## config.mk

```make
export PLATFORM = sky130hd
export DESIGN_NAME = sliding_window_event_rate_meter
export DESIGN_NICKNAME = d
export VERILOG_FILES = /design/src/hdl/swerm_pkg.sv /design/src/hdl/swerm_ram.sv /design/src/hdl/sliding_window_event_rate_meter.sv
export SDC_FILE = /design/constraint.sdc
export NUM_CORES = 2
export LEC_CHECK = 0
export BUFFER_PORTS_ARGS = -buffer_cell sky130_fd_sc_hd__buf_2
export CORE_MARGIN = 1
export CORE_UTILIZATION = 40
export DETAILED_ROUTE_END_ITERATION = 8
export GPL_TIMING_DRIVEN = 0
export PLACE_DENSITY = 0.61
export SYNTH_ARGS = -nofsm -noshare
export SYNTH_HDL_FRONTEND = slang
export SYNTH_SLANG_ARGS = --single-unit
```

## constraint.sdc

```tcl
create_clock -name clk -period 16.35 [get_ports clk]
set_input_delay 4.905 -clock clk [delete_from_list [all_inputs] [get_ports clk]]
set_output_delay 4.905 -clock clk [all_outputs]
set_load 0.02 [all_outputs]
```

## src/hdl/swerm_pkg.sv

```systemverilog
// shared types and constants of the sliding window event rate meter
package swerm_pkg;

  typedef enum logic [3:0] {
    ST_IDLE,
    ST_SCAN,
    ST_APPEND,
    ST_DECIDE,
    ST_MUL,
    ST_DIV_INIT,
    ST_DIV,
    ST_POST,
    ST_MIX_OLD,
    ST_MIX_NEW,
    ST_MIX_SUM,
    ST_DONE
  } state_t;

  typedef enum logic {
    MODE_WINDOW,
    MODE_SESSION
  } rate_mode_t;

  localparam logic OP_RECORD  = 1'b0;
  localparam logic OP_RESTART = 1'b1;

  localparam int CFG_IDX_W  = 2;
  localparam int CFG_DATA_W = 32;
  localparam logic [CFG_IDX_W-1:0] REG_WINDOW_SECONDS   = 2'd0;
  localparam logic [CFG_IDX_W-1:0] REG_MIN_SERVICES     = 2'd1;
  localparam logic [CFG_IDX_W-1:0] REG_DEFAULT_RATE     = 2'd2;
  localparam logic [CFG_IDX_W-1:0] REG_SMOOTHING_WEIGHT = 2'd3;

  localparam int WS_W   = 12;
  localparam int MS_W   = 9;
  localparam int RATE_W = 32;
  localparam int SW_W   = 17;
  localparam int TS_W   = 32;
  localparam int CNT_W  = 32;

  localparam logic [WS_W-1:0]   WINDOW_SECONDS_RST   = 12'd10;
  localparam logic [MS_W-1:0]   MIN_SERVICES_RST     = 9'd3;
  localparam logic [RATE_W-1:0] DEFAULT_RATE_RST     = 32'd65536;
  localparam logic [SW_W-1:0]   SMOOTHING_WEIGHT_RST = 17'd19661;

  localparam int MS_PER_SEC_W = 10;
  localparam logic [MS_PER_SEC_W-1:0] MS_PER_SEC = 10'd1000;
  localparam int LIM_W = WS_W + MS_PER_SEC_W;

  // x * 1000 before the q16 shift
  localparam int PROD_W = CNT_W + MS_PER_SEC_W;
  localparam int FRAC_W = 16;
  localparam int DIV_BITS = 32;
  localparam int DIV_CNT_W = 5;

  localparam logic [SW_W-1:0] WEIGHT_ONE = 17'h10000;
  localparam int MIX_W = SW_W + RATE_W + 1;
  localparam logic [FRAC_W-1:0] ROUND_HALF = 16'h8000;

endpackage

```

## src/hdl/swerm_ram.sv

```systemverilog
// generic single write port ram with registered read
module swerm_ram #(
  parameter int WIDTH = 32,
  parameter int DEPTH = 16
) (
  input  logic                             clk,
  input  logic                             we,
  input  logic [$clog2(DEPTH)-1:0]         waddr,
  input  logic [WIDTH-1:0]                 wdata,
  input  logic [$clog2(DEPTH)-1:0]         raddr,
  output logic [WIDTH-1:0]                 rdata
);

  logic [WIDTH-1:0] mem [DEPTH];

  always_ff @(posedge clk) begin
    if (we) begin
      mem[waddr] <= wdata;
    end
    rdata <= mem[raddr];
  end

endmodule

```

## src/hdl/sliding_window_event_rate_meter.sv

```systemverilog
// sliding window event rate meter top level
//
//   channel  | handshake              | payload
//   ---------+------------------------+------------------------------------------
//   in       | in_valid / in_ready    | operation, timestamp_ms
//   out      | out_valid / out_ready  | rate, event_count, reliable, session_ms
//   cfg      | cfg_write (no wait)    | cfg_index, cfg_data
//
// one request at a time; a restart goes straight to its result, while a record
// scans the ring with one ring read per cycle (a full ring drops its oldest stamp
// unread), then runs a 32 step radix-2 divider and a blend over ST_MIX_OLD,
// ST_MIX_NEW and ST_MIX_SUM; session averages skip the blend, overflows the divider.
// a waiting result sits in the output register while the next request is taken.
// rst is synchronous; the ring needs no clearing, the fill count covers it.
module sliding_window_event_rate_meter import swerm_pkg::*; #(
  parameter int WINDOW_DEPTH = 16
) (
  input  logic                  clk,
  input  logic                  rst,
  input  logic                  in_valid,
  output logic                  in_ready,
  input  logic                  operation,
  input  logic [TS_W-1:0]       timestamp_ms,
  output logic                  out_valid,
  input  logic                  out_ready,
  output logic [RATE_W-1:0]     rate,
  output logic [CNT_W-1:0]      event_count,
  output logic                  reliable,
  output logic [TS_W-1:0]       session_ms,
  input  logic                  cfg_write,
  input  logic [CFG_IDX_W-1:0]  cfg_index,
  input  logic [CFG_DATA_W-1:0] cfg_data
);

  localparam int ADDR_W = $clog2(WINDOW_DEPTH);
  localparam int FILL_W = $clog2(WINDOW_DEPTH + 1);
  localparam logic [FILL_W-1:0] FILL_FULL = FILL_W'(WINDOW_DEPTH);

  state_t state, state_next;

  logic [WS_W-1:0]   window_seconds;
  logic [MS_W-1:0]   min_services;
  logic [RATE_W-1:0] default_rate;
  logic [SW_W-1:0]   smoothing_weight;

  logic [TS_W-1:0]   ts_reg;
  logic [TS_W-1:0]   session_start;
  logic [CNT_W-1:0]  total_events;
  logic [RATE_W-1:0] rate_est;
  logic [FILL_W-1:0] fill;
  logic [FILL_W-1:0] scan_k;
  logic [FILL_W-1:0] keep_n;
  logic              rd_pend;
  logic [TS_W-1:0]   first_stamp;
  logic              first_valid;
  logic [LIM_W-1:0]  lim;
  rate_mode_t        mode;
  logic [CNT_W-1:0]  x_reg;
  logic [PROD_W-1:0] prod;
  logic [TS_W-1:0]   div_sor;
  logic [TS_W-1:0]   rem;
  logic [DIV_BITS-1:0] dq;
  logic [DIV_CNT_W-1:0] bit_cnt;
  logic [MIX_W-2:0]  p_old;
  logic [MIX_W-2:0]  p_new;

  logic              ram_we;
  logic [ADDR_W-1:0] ram_waddr;
  logic [TS_W-1:0]   ram_wdata;
  logic [ADDR_W-1:0] ram_raddr;
  logic [TS_W-1:0]   rd_data;

  logic              in_acc;
  logic              scan_issue;
  logic              keep;
  logic              span_pos;
  logic              elapsed_pos;
  logic [CNT_W-1:0]  fill_ext;
  logic [CNT_W-1:0]  ms_ext;
  logic              fill_ok;
  logic              cnt_ok;
  logic              div_sat;
  logic [TS_W:0]     trial_in;
  logic [TS_W:0]     trial;
  logic              trial_ok;
  logic [SW_W-1:0]   w_eff;
  logic [MIX_W-1:0]  mix_sum;
  logic [RATE_W-1:0] rate_mix;
  logic              out_load;

  swerm_ram #(
    .WIDTH (TS_W),
    .DEPTH (WINDOW_DEPTH)
  ) u_ring (
    .clk   (clk),
    .we    (ram_we),
    .waddr (ram_waddr),
    .wdata (ram_wdata),
    .raddr (ram_raddr),
    .rdata (rd_data)
  );

  assign in_acc     = in_valid && in_ready;
  assign scan_issue = (state == ST_SCAN) && (scan_k < fill);
  // stamp stays when stamp + limit >= newest, i.e. stamp >= cutoff
  assign keep = ({1'b0, rd_data} + {{(TS_W + 1 - LIM_W){1'b0}}, lim}) >= {1'b0, ts_reg};
  assign span_pos    = ts_reg > first_stamp;
  assign elapsed_pos = ts_reg > session_start;
  assign fill_ext = {{(CNT_W - FILL_W){1'b0}}, fill};
  assign ms_ext   = {{(CNT_W - MS_W){1'b0}}, min_services};
  assign fill_ok  = fill_ext >= ms_ext;
  assign cnt_ok   = total_events >= ms_ext;
  // quotient overflows 32 bits when the upper dividend part reaches the divisor
  assign div_sat  = {{(TS_W - (PROD_W - FRAC_W)){1'b0}}, prod[PROD_W-1:FRAC_W]} >= div_sor;
  assign trial_in = {rem, dq[DIV_BITS-1]};
  assign trial    = trial_in - {1'b0, div_sor};
  assign trial_ok = trial_in >= {1'b0, div_sor};
  assign w_eff    = (smoothing_weight > WEIGHT_ONE) ? WEIGHT_ONE : smoothing_weight;
  assign mix_sum  = {1'b0, p_old} + {1'b0, p_new} + {{(MIX_W - FRAC_W){1'b0}}, ROUND_HALF};
  assign rate_mix = (|mix_sum[MIX_W-1:RATE_W+FRAC_W]) ? '1 : mix_sum[RATE_W+FRAC_W-1:FRAC_W];
  assign out_load = (state == ST_DONE) && (!out_valid || out_ready);

  // next state
  always_comb begin
    state_next = state;
    case (state)
      ST_IDLE: begin
        if (in_valid) begin
          state_next = (operation == OP_RESTART) ? ST_DONE : ST_SCAN;
        end
      end
      ST_SCAN: begin
        if (!scan_issue && !rd_pend) begin
          state_next = ST_APPEND;
        end
      end
      ST_APPEND: state_next = ST_DECIDE;
      ST_DECIDE: begin
        if (fill_ok) begin
          state_next = span_pos ? ST_MUL : ST_DONE;
        end else if (cnt_ok) begin
          state_next = elapsed_pos ? ST_MUL : ST_DONE;
        end else begin
          state_next = ST_DONE;
        end
      end
      ST_MUL:      state_next = ST_DIV_INIT;
      ST_DIV_INIT: state_next = div_sat ? ST_POST : ST_DIV;
      ST_DIV: begin
        if (bit_cnt == DIV_CNT_W'(DIV_BITS - 1)) begin
          state_next = ST_POST;
        end
      end
      ST_POST:     state_next = (mode == MODE_WINDOW) ? ST_MIX_OLD : ST_DONE;
      ST_MIX_OLD:  state_next = ST_MIX_NEW;
      ST_MIX_NEW:  state_next = ST_MIX_SUM;
      ST_MIX_SUM:  state_next = ST_DONE;
      ST_DONE: begin
        if (out_load) begin
          state_next = ST_IDLE;
        end
      end
      default:     state_next = ST_IDLE;
    endcase
  end

  // handshake and ring port controls
  always_comb begin
    in_ready  = 1'b0;
    ram_we    = 1'b0;
    ram_waddr = keep_n[ADDR_W-1:0];
    ram_wdata = rd_data;
    ram_raddr = scan_k[ADDR_W-1:0];
    case (state)
      ST_IDLE: in_ready = 1'b1;
      ST_SCAN: ram_we = rd_pend && keep;
      ST_APPEND: begin
        ram_we    = 1'b1;
        ram_wdata = ts_reg;
      end
      default: begin
        ram_we = 1'b0;
      end
    endcase
  end

  always_ff @(posedge clk) begin
    if (rst) begin
      state            <= ST_IDLE;
      window_seconds   <= WINDOW_SECONDS_RST;
      min_services     <= MIN_SERVICES_RST;
      default_rate     <= DEFAULT_RATE_RST;
      smoothing_weight <= SMOOTHING_WEIGHT_RST;
      session_start    <= '0;
      total_events     <= '0;
      rate_est         <= DEFAULT_RATE_RST;
      fill             <= '0;
      rd_pend          <= 1'b0;
      out_valid        <= 1'b0;
    end else begin
      state <= state_next;

      if (cfg_write) begin
        case (cfg_index)
          REG_WINDOW_SECONDS:   window_seconds   <= cfg_data[WS_W-1:0];
          REG_MIN_SERVICES:     min_services     <= cfg_data[MS_W-1:0];
          REG_DEFAULT_RATE:     default_rate     <= cfg_data[RATE_W-1:0];
          REG_SMOOTHING_WEIGHT: smoothing_weight <= cfg_data[SW_W-1:0];
          default: begin
          end
        endcase
      end

      if (out_load) begin
        out_valid <= 1'b1;
      end else if (out_ready) begin
        out_valid <= 1'b0;
      end

      case (state)
        ST_IDLE: begin
          if (in_acc) begin
            ts_reg <= timestamp_ms;
            if (operation == OP_RESTART) begin
              session_start <= timestamp_ms;
              total_events  <= '0;
              rate_est      <= default_rate;
              fill          <= '0;
            end else begin
              if (total_events != '1) begin
                total_events <= total_events + 1'b1;
              end
              lim <= LIM_W'(window_seconds) * LIM_W'(MS_PER_SEC);
              // a full ring drops its oldest stamp before the scan
              scan_k      <= (fill == FILL_FULL) ? FILL_W'(1) : '0;
              keep_n      <= '0;
              first_valid <= 1'b0;
              rd_pend     <= 1'b0;
            end
          end
        end
        ST_SCAN: begin
          rd_pend <= scan_issue;
          if (scan_issue) begin
            scan_k <= scan_k + 1'b1;
          end
          if (rd_pend && keep) begin
            keep_n <= keep_n + 1'b1;
            if (!first_valid) begin
              first_stamp <= rd_data;
              first_valid <= 1'b1;
            end
          end
        end
        ST_APPEND: begin
          fill <= keep_n + 1'b1;
          if (!first_valid) begin
            first_stamp <= ts_reg;
          end
        end
        ST_DECIDE: begin
          if (fill_ok) begin
            mode    <= MODE_WINDOW;
            x_reg   <= {{(CNT_W - FILL_W){1'b0}}, fill - 1'b1};
            div_sor <= ts_reg - first_stamp;
          end else begin
            mode    <= MODE_SESSION;
            x_reg   <= total_events;
            div_sor <= ts_reg - session_start;
          end
        end
        ST_MUL: prod <= PROD_W'(x_reg) * PROD_W'(MS_PER_SEC);
        ST_DIV_INIT: begin
          rem     <= {{(TS_W - (PROD_W - FRAC_W)){1'b0}}, prod[PROD_W-1:FRAC_W]};
          bit_cnt <= '0;
          if (div_sat) begin
            dq <= '1;
          end else begin
            dq <= {prod[FRAC_W-1:0], {(DIV_BITS - FRAC_W){1'b0}}};
          end
        end
        ST_DIV: begin
          // dividend bits shift out the top, quotient bits in at the bottom
          dq      <= {dq[DIV_BITS-2:0], trial_ok};
          rem     <= trial_ok ? trial[TS_W-1:0] : trial_in[TS_W-1:0];
          bit_cnt <= bit_cnt + 1'b1;
        end
        ST_POST: begin
          if (mode == MODE_SESSION) begin
            rate_est <= dq;
          end
        end
        ST_MIX_OLD: p_old <= (MIX_W - 1)'(WEIGHT_ONE - w_eff) * (MIX_W - 1)'(rate_est);
        ST_MIX_NEW: p_new <= (MIX_W - 1)'(w_eff) * (MIX_W - 1)'(dq);
        ST_MIX_SUM: rate_est <= rate_mix;
        default: begin
        end
      endcase
    end
  end

  // result register, no reset needed on payload
  always_ff @(posedge clk) begin
    if (out_load) begin
      rate        <= rate_est;
      event_count <= total_events;
      reliable    <= fill_ok || cnt_ok;
      session_ms  <= ts_reg - session_start;
    end
  end

endmodule

```

==> reports/summary.md <==
* **final estimated routing congestion in global placement** 0.9858
* **post-DR vias/cell** 5.392
* **via count** 68810
* **num ports** 171
* **Buf+Inv Stages, Crit Path** 7
* **worst hold path type** flop to flop
* **clock root cell** sky130_fd_sc_hd__clkbuf_16
* **worst endpoint required time** 16860 ps
* **clock-pin slew on the worst setup and hold paths** 60 ps
* **initial core utilization** 40.27%
* **Post-synth EDFFs** 974
* **largest fanout on the critical path** 10
* **outcome** finished, violations left
* **drt pass-1 iters** 6
* **pin count of the biggest net entering global routing** 40
* **Gates resized, CTS repair** 0
* **final design instance area without fill** 107300 sq um
* **Mean Syn Cell Area** 10.69 sq um
* **total of buffers placed on input and output ports** 169
* **number of placement rows** 180
* **Slew headroom** -1.153%
* **count of filler cells inserted in the layout** 22670
* **initial antenna violation count** 32
* **critical path's slowest cell** sky130_fd_sc_hd__buf_1
* **cell area after technology mapping** 96860 sq um
* **Hold Violations, Final** 0
* **upper clock frequency limit** 78.67 MHz
* **number of global-route vias before repair** 71050
* **number of warnings printed during yosys synthesis** 0
* **endpoint arrival time on the critical path** 13220 ps
* **critical path class** flop to flop
* **Worst Tran Pin Value** 1506 ps
* **max reg flops** 512
* **most used cell along the critical path** sky130_fd_sc_hd__fa_1
* **multi-input logic area** 56090 sq um
* **Post-CTS Hold Buffers** 0
* **overall track demand over capacity in global routing** 24.64%
* **synthesized instance count** 9059
* **endpoint class of the critical path** flop
* **CTS sink count** 1183
* **worst skew pair latency** 820 ps
* **final critical-path share of the clock period** 77.75%
* **number of nets in the layout** 11310
* **layout-stage area growth over the synthesis result** 10.83%
* **buffer levels on the longest clock path** 3
* **fraction of layout cells with a size suffix above 1** 7.596%
* **stage delay of the slowest cell on the critical path** 850 ps
* **ys flop type** sky130_fd_sc_hd__edfxtp_1
* **TNS Setup** 0 ps
* **Routed WL per cell** 23.33 microns
* **Std-Cell Core Area** 240500 sq um
* **critical path startpoint category** flop
* **max-cap violations** 1
* **Final min period** 12710 ps
* **proportion of synthesized flip-flops having asynchronous set or reset** 0%
* **Die Outline Area** 244100 sq um
* **total clock buffers created by CTS** 135
* **number of library cell types mapped by synthesis** 95
* **violated checks** max-capacitance violations, max-slew violations
* **number of nets with antenna violations after detailed routing** 0
* **CTS HTree Levels** 4
* **global route overflow** 0
* **Final HPWL DP** 235.1 mm
* **register with the most flip-flops** u_ring.mem
* **CP top delay family** adder cells
* **maximum clock skew at final layout** 74.40 ps
* **DR DRC count** 0
* **CTS tree** done
* **final setup violating endpoints** 0
* **post-CTS setup buffer count** 0
* **global-route wire length before repair** 447.5 mm
* **unrepaired setup endpoints after global routing** no
* **max-slew violations** 7
* **flip-flop and latch count after synthesis** 1183
* **sequential share of the synthesized area** 34.52%
* **Horiz. Die Dim** 494.1 microns
* **initial drt markers** 5717
* **chip height** 494.1 microns
* **Detailed Route WL** 297.8 mm
* **worst setup slack for register-to-register paths** 3640 ps
* **post-detailed-placement cell area** 102600 sq um
* **Seq. cell area** 33430 sq um
* **Largest regs** u_ring.mem: 512 flops, p_new: 49 flops, p_old: 49 flops
[routing by layer]
| metal | global-route usage (%) | wire length [microns] |
|---|---|---|
| met3 | 4.215 | 20110 |
| met1 | 31.25 | 119800 |
| met4 | 12.45 | 15910 |
| met2 | 40.53 | 141800 |
| met5 | 0 | 80 |
[area by class of cell]
class	count	share of cell area [%]
antenna	19	0.04429
buffer	403	1.443
clock buffer	176	3.443
clock inverter	74	0.9010
inverter	1601	5.598
multi-input combinational	5902	52.25
sequential	1183	31.14
tap	3185	3.712
timing repair buffer	219	1.467
[cells in the final DEF, fill, tap and decap left out, types with 37 or more instances in the layout]
cell type and instances:
sky130_fd_sc_hd__a21oi_1 393, sky130_fd_sc_hd__nand3_1 82, sky130_fd_sc_hd__buf_1 55, sky130_fd_sc_hd__nor3_1 53, sky130_fd_sc_hd__and3_1 75, sky130_fd_sc_hd__nand2b_1 52, sky130_fd_sc_hd__nor2b_1 55, sky130_fd_sc_hd__mux4_2 160
sky130_fd_sc_hd__nand4_1 66, sky130_fd_sc_hd__clkbuf_1 355, sky130_fd_sc_hd__a22oi_1 37, sky130_fd_sc_hd__o21a_1 60, sky130_fd_sc_hd__xnor2_1 198, sky130_fd_sc_hd__fa_1 1089, sky130_fd_sc_hd__edfxtp_1 974, sky130_fd_sc_hd__nor2_1 236
sky130_fd_sc_hd__clkbuf_16 138, sky130_fd_sc_hd__mux2_2 40, sky130_fd_sc_hd__and2_1 240, sky130_fd_sc_hd__buf_2 185, sky130_fd_sc_hd__nand2_1 1338, sky130_fd_sc_hd__o21ai_0 263, sky130_fd_sc_hd__a21o_1 147, sky130_fd_sc_hd__inv_1 1601
sky130_fd_sc_hd__ha_1 699, sky130_fd_sc_hd__dfxtp_1 209, sky130_fd_sc_hd__xor2_1 99
[per-stage QoR]
step | setup slack (ps) | std cells | hold WS (ps) | util, %
CTS | 3902 | 12740 | 431.8 | 44.61
floorplan | 4198 | 9089 | 406.4 | -
finish | 3638 | 12760 | 433.7 | 44.63
global route | 3268 | 12750 | 440.2 | 44.62
detailed placement | 3987 | 12490 | 419.4 | 42.67
global placement | -284.1 | 12440 | 419.1 | 42.32
[cells by family (layout without fill, tap and decap cells)]
family | after synthesis | in the layout | synth area share, %
adder cells (fa/ha/maj) | 1788 | 1788 | 31.54
AO/OA/AOI/OAI | 1197 | 1197 | 7.802
other | 2 | 51 | 0.007754
flip-flops | 1183 | 1183 | 34.52
buffers and inverters | 2004 | 2473 | 7.801
AND/OR/NAND/NOR | 2352 | 2352 | 11.09
multiplexers | 231 | 231 | 4.506
XOR/XNOR | 302 | 302 | 2.739
[worst paths after layout]
path                             from        end  depth (start not counted)
hold / removal           rate_est[23]   rate[23]                          0
hold reg to reg          rate_est[23]   rate[23]                          0
setup reg to reg  smoothing_weight[1]  p_old[46]                         35
setup / recovery  smoothing_weight[1]  p_old[46]                         35
[synthesized netlist by cell type, drive strengths merged, types with 10 or more instances]
cell type | number | area (sq um)
clkbuf | 328 | 1231
nand2 | 1338 | 5022
a22oi | 37 | 277.8
or3 | 29 | 181.4
o211ai | 16 | 120.1
inv | 1601 | 6010
dfxtp | 209 | 4184
nand3b | 22 | 165.2
nand3 | 82 | 410.4
mux2 | 40 | 450.4
a211o | 14 | 122.6
xor2 | 99 | 867.1
o31ai | 16 | 120.1
nor2b | 56 | 350.3
a211oi | 33 | 262.8
a21oi | 396 | 1993
mux4 | 160 | 3603
nor2 | 239 | 897.1
o21bai | 31 | 232.7
nand2b | 53 | 339.1
xnor2 | 203 | 1785
fa | 1089 | 21800
edfxtp | 974 | 29250
o2111ai | 11 | 96.34
o22ai | 12 | 75.07
ha | 699 | 8746
nand4 | 66 | 412.9
and3 | 89 | 556.8
o21a | 60 | 450.4
and2 | 242 | 1514
a21boi | 10 | 75.07
nor3 | 55 | 280.3
a311oi | 30 | 269.0
mux2i | 31 | 310.3
and4 | 16 | 140.1
or2 | 14 | 87.59
o21ai | 273 | 1370
buf | 75 | 315.3
a21o | 147 | 1104
a31oi | 26 | 177.7
nor4 | 30 | 202.7
Power is not shown: default switching activity piles up to over one toggle a cycle in this logic, so the estimate is an artifact.
